`config.mk`:
```
export PLATFORM = sky130hd
export DESIGN_NAME = permutation_unrank
export DESIGN_NICKNAME = d
export VERILOG_FILES = /design/src/perm_unrk_pkg.sv /design/src/permutation_unrank.sv
export SDC_FILE = /design/constraint.sdc
export NUM_CORES = 1
export LEC_CHECK = 0
export BUFFER_PORTS_ARGS = -buffer_cell sky130_fd_sc_hd__clkbuf_2
export CORE_UTILIZATION = 28
export CTS_BUF_LIST = sky130_fd_sc_hd__clkbuf_8 sky130_fd_sc_hd__clkbuf_16
export DETAILED_ROUTE_END_ITERATION = 12
export GPL_TIMING_DRIVEN = 1
export SLEW_MARGIN = 20
export SYNTH_ARGS = -nofsm -noshare
export SYNTH_HDL_FRONTEND = slang
export SYNTH_SLANG_ARGS = --single-unit
```
`constraint.sdc`:
```
create_clock -name clk -period 17.6 [get_ports clk]
set_clock_uncertainty 0.15 [all_clocks]
set_input_delay 2.64 -clock clk [delete_from_list [all_inputs] [get_ports clk]]
set_output_delay 2.64 -clock clk [all_outputs]
set_load 0.005 [all_outputs]
```
`src/perm_unrk_pkg.sv`:
```
// Shared types, constants, factorial table and microcode store for permutation unranking.
package perm_unrk_pkg;

  // Field widths of the stream items.
  localparam int COUNT_W    = 5;
  localparam int RANK_W     = 62;
  localparam int POS_W      = 5;
  localparam int VAL_W      = 5;
  localparam int IN_DATA_W  = 72;
  localparam int OUT_DATA_W = 16;

  // A factorial-base digit is at most 19, so five quotient bits are enough.
  localparam int QUO_W = 5;
  localparam int BIT_W = 3;
  localparam logic [BIT_W-1:0] QUO_TOP = 3'd4;

  // Datapath operations selected by the control word.
  typedef enum logic [2:0] {
    OP_NOP,
    OP_LOAD,
    OP_INIT,
    OP_DIV,
    OP_EMIT,
    OP_EMIT_OOR
  } op_t;

  // Conditions that hold the sequencer on its current step.
  typedef enum logic [1:0] {
    WAIT_NONE,
    WAIT_NO_INPUT,
    WAIT_OUT_FULL
  } wait_t;

  // Branch conditions; when false the step counter advances by one.
  typedef enum logic [2:0] {
    JMP_NEVER,
    JMP_ALWAYS,
    JMP_IN_RANGE,
    JMP_MORE_BITS,
    JMP_NOT_LAST
  } jump_t;

  typedef logic [2:0] step_t;

  localparam step_t STEP_FETCH  = 3'd0;
  localparam step_t STEP_CHECK  = 3'd1;
  localparam step_t STEP_OOR    = 3'd2;
  localparam step_t STEP_DIV    = 3'd3;
  localparam step_t STEP_EMIT   = 3'd4;
  localparam step_t STEP_RETURN = 3'd5;

  typedef struct packed {
    wait_t wait_cond;
    jump_t jump_cond;
    step_t target;
    op_t   op;
  } ctrl_word_t;

  // Microcode store: one control word per step.
  function automatic ctrl_word_t ucode(input step_t step);
    ctrl_word_t w;
    unique case (step)
      STEP_FETCH:  w = '{WAIT_NO_INPUT, JMP_NEVER,     STEP_FETCH, OP_LOAD};
      STEP_CHECK:  w = '{WAIT_NONE,     JMP_IN_RANGE,  STEP_DIV,   OP_INIT};
      STEP_OOR:    w = '{WAIT_OUT_FULL, JMP_ALWAYS,    STEP_FETCH, OP_EMIT_OOR};
      STEP_DIV:    w = '{WAIT_NONE,     JMP_MORE_BITS, STEP_DIV,   OP_DIV};
      STEP_EMIT:   w = '{WAIT_OUT_FULL, JMP_NOT_LAST,  STEP_DIV,   OP_EMIT};
      STEP_RETURN: w = '{WAIT_NONE,     JMP_ALWAYS,    STEP_FETCH, OP_NOP};
      default:     w = '{WAIT_NONE,     JMP_ALWAYS,    STEP_FETCH, OP_NOP};
    endcase
    return w;
  endfunction

  // Factorials 0! through 20!; larger arguments saturate to all ones.
  function automatic logic [RANK_W-1:0] fact(input logic [COUNT_W-1:0] m);
    logic [RANK_W-1:0] f;
    case (m)
      5'd0:    f = 62'd1;
      5'd1:    f = 62'd1;
      5'd2:    f = 62'd2;
      5'd3:    f = 62'd6;
      5'd4:    f = 62'd24;
      5'd5:    f = 62'd120;
      5'd6:    f = 62'd720;
      5'd7:    f = 62'd5040;
      5'd8:    f = 62'd40320;
      5'd9:    f = 62'd362880;
      5'd10:   f = 62'd3628800;
      5'd11:   f = 62'd39916800;
      5'd12:   f = 62'd479001600;
      5'd13:   f = 62'd6227020800;
      5'd14:   f = 62'd87178291200;
      5'd15:   f = 62'd1307674368000;
      5'd16:   f = 62'd20922789888000;
      5'd17:   f = 62'd355687428096000;
      5'd18:   f = 62'd6402373705728000;
      5'd19:   f = 62'd121645100408832000;
      5'd20:   f = 62'd2432902008176640000;
      default: f = '1;
    endcase
    return f;
  endfunction

endpackage

```
`src/permutation_unrank.sv`:
```
// Permutation unranking top level: microcoded sequencer over a factorial-base digit datapath.
//
//  channel   | dir | fields (lowest bit first)
//  ----------+-----+-----------------------------------------------------
//  s_axis    | in  | tdata: element_count[4:0], rank[66:5], zero pad
//  m_axis    | out | tdata: position[4:0], value[9:5], zero pad;
//            |     | tlast: last; tuser: out_of_range
//
// An item of length n in range runs one fetch, one range check, then per position five
// restoring-division steps on the shared 66-bit compare/subtract and one emit, and a final
// return step. An out-of-range item runs the fetch, range check and out-of-range emit steps.
// Reset (rst, synchronous) returns the step counter to fetch and empties the output register.
// Emit steps wait while the output register holds an item not yet taken.
module permutation_unrank
  import perm_unrk_pkg::*;
#(
  parameter int MAX_LEN = 20
) (
  input  logic                  clk,
  input  logic                  rst,
  input  logic                  s_axis_tvalid,
  output logic                  s_axis_tready,
  input  logic [IN_DATA_W-1:0]  s_axis_tdata,   // element_count, rank, zero pad
  output logic                  m_axis_tvalid,
  input  logic                  m_axis_tready,
  output logic [OUT_DATA_W-1:0] m_axis_tdata,   // position, value, zero pad
  output logic                  m_axis_tlast,
  output logic                  m_axis_tuser    // out_of_range
);

  localparam int IDX_W = (MAX_LEN > 1) ? $clog2(MAX_LEN) : 1;
  localparam int SH_W  = RANK_W + 4;
  localparam int PAD_W = OUT_DATA_W - POS_W - VAL_W;

  step_t              pc, pc_next;
  ctrl_word_t         cw;
  logic               stall;
  logic               act;
  logic               take_jump;

  logic [COUNT_W-1:0] n_reg;
  logic [RANK_W-1:0]  rem;
  logic [QUO_W-1:0]   quo;
  logic [BIT_W-1:0]   bit_cnt;
  logic [POS_W-1:0]   pos;
  logic [VAL_W-1:0]   pool [MAX_LEN];

  logic [RANK_W-1:0]  cur_fact;
  logic [RANK_W-1:0]  range_fact;
  logic               in_range;
  logic [SH_W-1:0]    shifted;
  logic               fits;
  logic [COUNT_W-1:0] avail;
  logic [QUO_W-1:0]   idx_full;
  logic [IDX_W-1:0]   idx;
  logic               is_last;

  // Control word fetch and hold conditions.
  always_comb begin
    cw = ucode(pc);
    unique case (cw.wait_cond)
      WAIT_NONE:     stall = 1'b0;
      WAIT_NO_INPUT: stall = !s_axis_tvalid;
      WAIT_OUT_FULL: stall = m_axis_tvalid && !m_axis_tready;
      default:       stall = 1'b0;
    endcase
    act = !stall;
  end

  assign s_axis_tready = (cw.wait_cond == WAIT_NO_INPUT);

  // Datapath terms: factorials, range check, one division bit, pool index.
  always_comb begin
    cur_fact   = fact(n_reg - COUNT_W'(1) - pos);
    range_fact = fact(n_reg);
    in_range   = (n_reg != '0) && (n_reg <= COUNT_W'(MAX_LEN)) && (rem < range_fact);
    shifted    = {4'b0, cur_fact} << bit_cnt;
    fits       = ({4'b0, rem} >= shifted);
    avail      = n_reg - pos;
    idx_full   = (quo >= avail) ? (avail - COUNT_W'(1)) : quo;
    idx        = idx_full[IDX_W-1:0];
    is_last    = (pos == n_reg - COUNT_W'(1));
  end

  // Branch decision and next step.
  always_comb begin
    unique case (cw.jump_cond)
      JMP_NEVER:     take_jump = 1'b0;
      JMP_ALWAYS:    take_jump = 1'b1;
      JMP_IN_RANGE:  take_jump = in_range;
      JMP_MORE_BITS: take_jump = (bit_cnt != '0);
      JMP_NOT_LAST:  take_jump = !is_last;
      default:       take_jump = 1'b0;
    endcase
    if (stall) begin
      pc_next = pc;
    end else if (take_jump) begin
      pc_next = cw.target;
    end else begin
      pc_next = pc + step_t'(1);
    end
  end

  // Step counter.
  always_ff @(posedge clk) begin
    if (rst) begin
      pc <= STEP_FETCH;
    end else begin
      pc <= pc_next;
    end
  end

  // Output valid flag: set by an emit, cleared when the item is taken.
  always_ff @(posedge clk) begin
    if (rst) begin
      m_axis_tvalid <= 1'b0;
    end else if (act && (cw.op == OP_EMIT || cw.op == OP_EMIT_OOR)) begin
      m_axis_tvalid <= 1'b1;
    end else if (m_axis_tready) begin
      m_axis_tvalid <= 1'b0;
    end
  end

  // Datapath registers, driven by the current operation.
  always_ff @(posedge clk) begin
    if (act) begin
      unique case (cw.op)
        OP_NOP: begin
        end
        OP_LOAD: begin
          n_reg <= s_axis_tdata[COUNT_W-1:0];
          rem   <= s_axis_tdata[COUNT_W+RANK_W-1:COUNT_W];
        end
        OP_INIT: begin
          pos     <= '0;
          quo     <= '0;
          bit_cnt <= QUO_TOP;
          for (int j = 0; j < MAX_LEN; j++) begin
            pool[j] <= VAL_W'(j);
          end
        end
        OP_DIV: begin
          if (fits) begin
            rem          <= rem - shifted[RANK_W-1:0];
            quo[bit_cnt] <= 1'b1;
          end
          bit_cnt <= bit_cnt - BIT_W'(1);
        end
        OP_EMIT: begin
          m_axis_tdata <= {{PAD_W{1'b0}}, pool[idx], pos};
          m_axis_tlast <= is_last;
          m_axis_tuser <= 1'b0;
          pos          <= pos + POS_W'(1);
          quo          <= '0;
          bit_cnt      <= QUO_TOP;
          // Remove the chosen entry by closing the gap above it.
          for (int j = 0; j < MAX_LEN - 1; j++) begin
            if (IDX_W'(j) >= idx) begin
              pool[j] <= pool[j+1];
            end
          end
        end
        OP_EMIT_OOR: begin
          m_axis_tdata <= '0;
          m_axis_tlast <= 1'b1;
          m_axis_tuser <= 1'b1;
        end
        default: begin
        end
      endcase
    end
  end

  // The digit found by the division must select an entry still in the pool.
  a_digit_in_pool: assert property (@(posedge clk) disable iff (rst)
    (act && cw.op == OP_EMIT) |-> (quo < avail))
    else $error("digit exceeds the number of unused values");

  // Division steps only run for positions inside the permutation.
  a_pos_in_length: assert property (@(posedge clk) disable iff (rst)
    (pc == STEP_DIV) |-> (pos < n_reg))
    else $error("division step past the last position");

  // An out-of-range item is always a single, final item.
  a_oor_is_last: assert property (@(posedge clk) disable iff (rst)
    (m_axis_tvalid && m_axis_tuser) |-> m_axis_tlast)
    else $error("out-of-range item without last");

  // An emit never overwrites an item that the sink has not taken.
  a_no_overwrite: assert property (@(posedge clk) disable iff (rst)
    (m_axis_tvalid && !m_axis_tready) |=> (m_axis_tvalid && $stable(m_axis_tdata)))
    else $error("pending output item overwritten");

  // The bit counter never leaves the quotient range.
  a_bit_cnt_range: assert property (@(posedge clk) disable iff (rst)
    (pc == STEP_DIV) |-> (bit_cnt <= QUO_TOP))
    else $error("division bit counter out of range");

endmodule
```
==> results.env <==
OUTCOME='finished with violations'
FAILED_CHECKS='design-rule violations'
CP_NUM_BUF_INV=5
FIRST_PASS_ITERS=9
YOSYS_WARNINGS=0
TRITONCTS.NUM_BUFFERS=28
SYNTH_CELLS=2203
CRITICAL_PATH.TOP_DELAY_FAMILY='compound AO/OA/AOI/OAI gates'
SYNTHDOMINANTAREACELLTYPE='edfxtp_1'
HTREE_NUM_LEVELS=1
YOSYS.CELL_TYPES.COUNT=92
SEQ_AREA_FRAC_SYNTH=0.334
FINAL_MIN_PERIOD_OVER_CLOCK_PERIOD=0.476
FINAL_CORE_UTILIZATION=0.316
YOSYSTOPAREACELLSHARE=0.277
SYNTH_AREA_PER_CELL_UM2=8.50
ROOT_BUFFER='clkbuf_16'
FP.DIEAREA_UM2=67900
ANTENNA_CELLS=0
MAXIMUM_CLOCK_FREQUENCY_MHz=119
WORST_SKEW_PAIR.LATE_LATENCY_NS=0.59
DEPTH_OF_THE_WORST_REGISTER_TO_REGISTER_PATH=25
OVERFLOW=0
ROUTE.ANTENNA.REMAINING_NETS=0
YS_ASYNC_SR_FRACTION=0
DRT-INITIAL-DRC-COUNT=1528
VIA_PER_INST=5.25
GP_ROUTABILITY_CONGESTION=0.902
TIMING.HOLD.WORST_PATH_DEPTH=1
END_KIND='register'
DRC=4
GRT_SETUP_UNREPAIRED='false'
YOSYS_MOST_USED_DFF='edfxtp_1'
TIMING_MAX_TRANSITION_VIOLATIONS_FINAL=0
ROUTE.VIAS.TOTAL=16300
DIE_H_UM=261
FINALWORSTPATHREQUIREDPERIOD_NS=8.38
CTS_HOLD_BUF=0
GRT_START_MAX_NET_PINS=81
DP_HPWL_UM=43300
CTS_SETUP_BUFFERS=0
FINAL.SETUP.TNS_NS=0
SYN-CELL-AREA_UM2=18700
FINAL_NETS=2460
DRIVE_GT1_FRAC=0.0994
CTS-RESIZED-GATES=0
TIMING.HOLD.WORST.CLASS='register to register'
FLOP_AND_LATCH_COUNT_OUT_OF_SYNTHESIS=226
CRIT_TYPE='register to register'
WORST_PIN_SLEW_NS=0.958
ROUTE.DETAILED.WL_PER_INST_UM=18.1
WORST-PATH-STAGES=25
TOP_REGISTER='pool'
CTS_TREE='built'
FIRST_GLOBAL_VIAS=15400
CTS.REPORTEDPATHS.CLKPINSLEW_NS=0.06
CRIT_REQUIRED_NS=17.67
WIRE_LENGTH_OF_THE_FIRST_GLOBAL_ROUTING_PASS_UM=87600
WORST_EP_ARRIVAL_TIME_NS=8.45
TOTALWIRELENGTH_UM=56100
RELSLEWSLACK=0.343
HORIZONTAL_DIE_DIMENSION_UM=261
LARGEST_REGISTER_FFS=81
PIN_COUNT=96
GLOBAL_ROUTE.USAGE.TOTAL=0.162
AREA_GROWTH_PCT=11.4
INITIAL_ANTENNA_VIOLATION_COUNT=2
SETUP.WORST_PATH.START_CLASS='register'
TIMING.CRITICAL_PATH.SLOWEST_STAGE_CELL='buf_4'
MAX_CAP_VIOLATIONS=0
ROWS=94
SYNTH-EDFF-COUNT=173
NUMCLOCKSINKS=226
SYNTH.TOP_CELLS.BY_AREA='edfxtp_1, ha_1, dfxtp_1, nand2_1, a21oi_1'
STARTING_DENSITY_OF_THE_CORE=0.284
TIMING.CRITICAL_PATH.FANOUT_MAX=62
DESIGN.CORE.AREA_UM2=66000
CRITICAL-PATH-MAX-STAGE-DELAY_NS=0.74
HOLD_WS_NS=0.380
HOLD_VIOL_FINAL=0
CTSLONGESTPATHBUFFERS=3
FINALSETUPVIOLATIONS=0
PORTBUFFERS=84
TIMING.CRITICAL_PATH.MODE_CELL='inv_1'
-- per-layer routing --
layer,routed length [um],vias to the layer above,global-route usage
met5,0,-,0
met4,1220,0,0.0390
met3,2900,58,0.0203
met2,26700,456,0.277
met1,25300,7680,0.216
li1,-,8058,-
-- worst reg2reg max path: cells and delay by family (launching register included) --
kind            cells  cell delay [ns]
compound gates      8             2.01
xor+xnor            1             0.18
fa+ha+maj           3             1.23
buf+inv             5             1.65
flops               1             0.49
mux                 2             0.77
simple gates        6             1.52
-- synth_stat cells, types with 37 or more instances --
library cell  count
a21o_1           43
mux2i_1          90
inv_1           111
o21ai_0         188
nor2_1          153
clkbuf_1         76
nor3_1           37
edfxtp_1        173
a21oi_1         197
nand2_1         268
buf_2            38
dfxtp_1          53
nand4_1          40
ha_1            169
and2_1           48
-- cell families (layout without fill, tap and decap cells) --
| kind of cell | Yosys count | count (layout) | share of synthesized area |
|---|---|---|---|
| simple gates | 725 | 725 | 0.185 |
| compound gates | 657 | 657 | 0.217 |
| buf+inv | 250 | 276 | 0.0553 |
| flops | 226 | 226 | 0.334 |
| fa+ha+maj | 172 | 172 | 0.116 |
| mux | 106 | 106 | 0.0612 |
| xor+xnor | 66 | 66 | 0.0317 |
| other cells | 1 | 6 | 0.000200 |
-- per-stage QoR --
step / instance area (um2) / cells / setup WS (ns)
floorplan: 18700 / 2208 / 9.10
global placement: 19900 / 3046 / 9.38
detailed placement: 19900 / 3046 / 9.34
CTS: 20800 / 3098 / 9.34
global route: 20800 / 3098 / 8.80
finish: 20800 / 3098 / 9.22
-- area by class of cell --
type                       count  area [um2]
clock buffer                  35         831
clock inverter                17         141
fill                        6923       45100
inverter                     114         428
multi-input combinational   1732       11500
sequential                   226        6260
tap                          864        1080
timing repair buffer         110         616
-- placed cells by master (no fill, tap or decap), types with 10 or more instances in the layout --
cell       count
or3_1         14
nand4_1       40
dfxtp_1       53
o211ai_1      19
nand2b_1      31
o21bai_1      19
nor2_1       151
xnor2_1       35
edfxtp_1     173
a211oi_1      10
and3_1        32
ha_1         169
o22ai_1       12
buf_4         26
inv_1        114
nor2b_1       17
xor2_1        29
mux2i_1       85
o21a_1        19
a21oi_1      197
and2_1        48
clkbuf_2      84
a21o_1        43
nor3_1        37
nand3_1       36
or2_2         15
o31ai_1       10
nand2_1      268
a311oi_1      13
clkbuf_16     31
o21ai_0      186
a31oi_1       29
-- path summary, 6_finish.rpt --
kind	start	endpoint	slack (ns)
hold reg to reg	pool[12][1]$_SDFFCE_PN0P_	pool[11][1]$_SDFFCE_PN1P_	0.38
setup / recovery	n_reg[1]$_DFFE_PP_	rem[27]$_DFFE_PP_	9.22
setup reg to reg	n_reg[1]$_DFFE_PP_	rem[27]$_DFFE_PP_	9.22
hold / removal	pool[12][1]$_SDFFCE_PN0P_	pool[11][1]$_SDFFCE_PN1P_	0.38
Power is not shown: default switching activity piles up to over one toggle a cycle in this logic, so the estimate is an artifact.
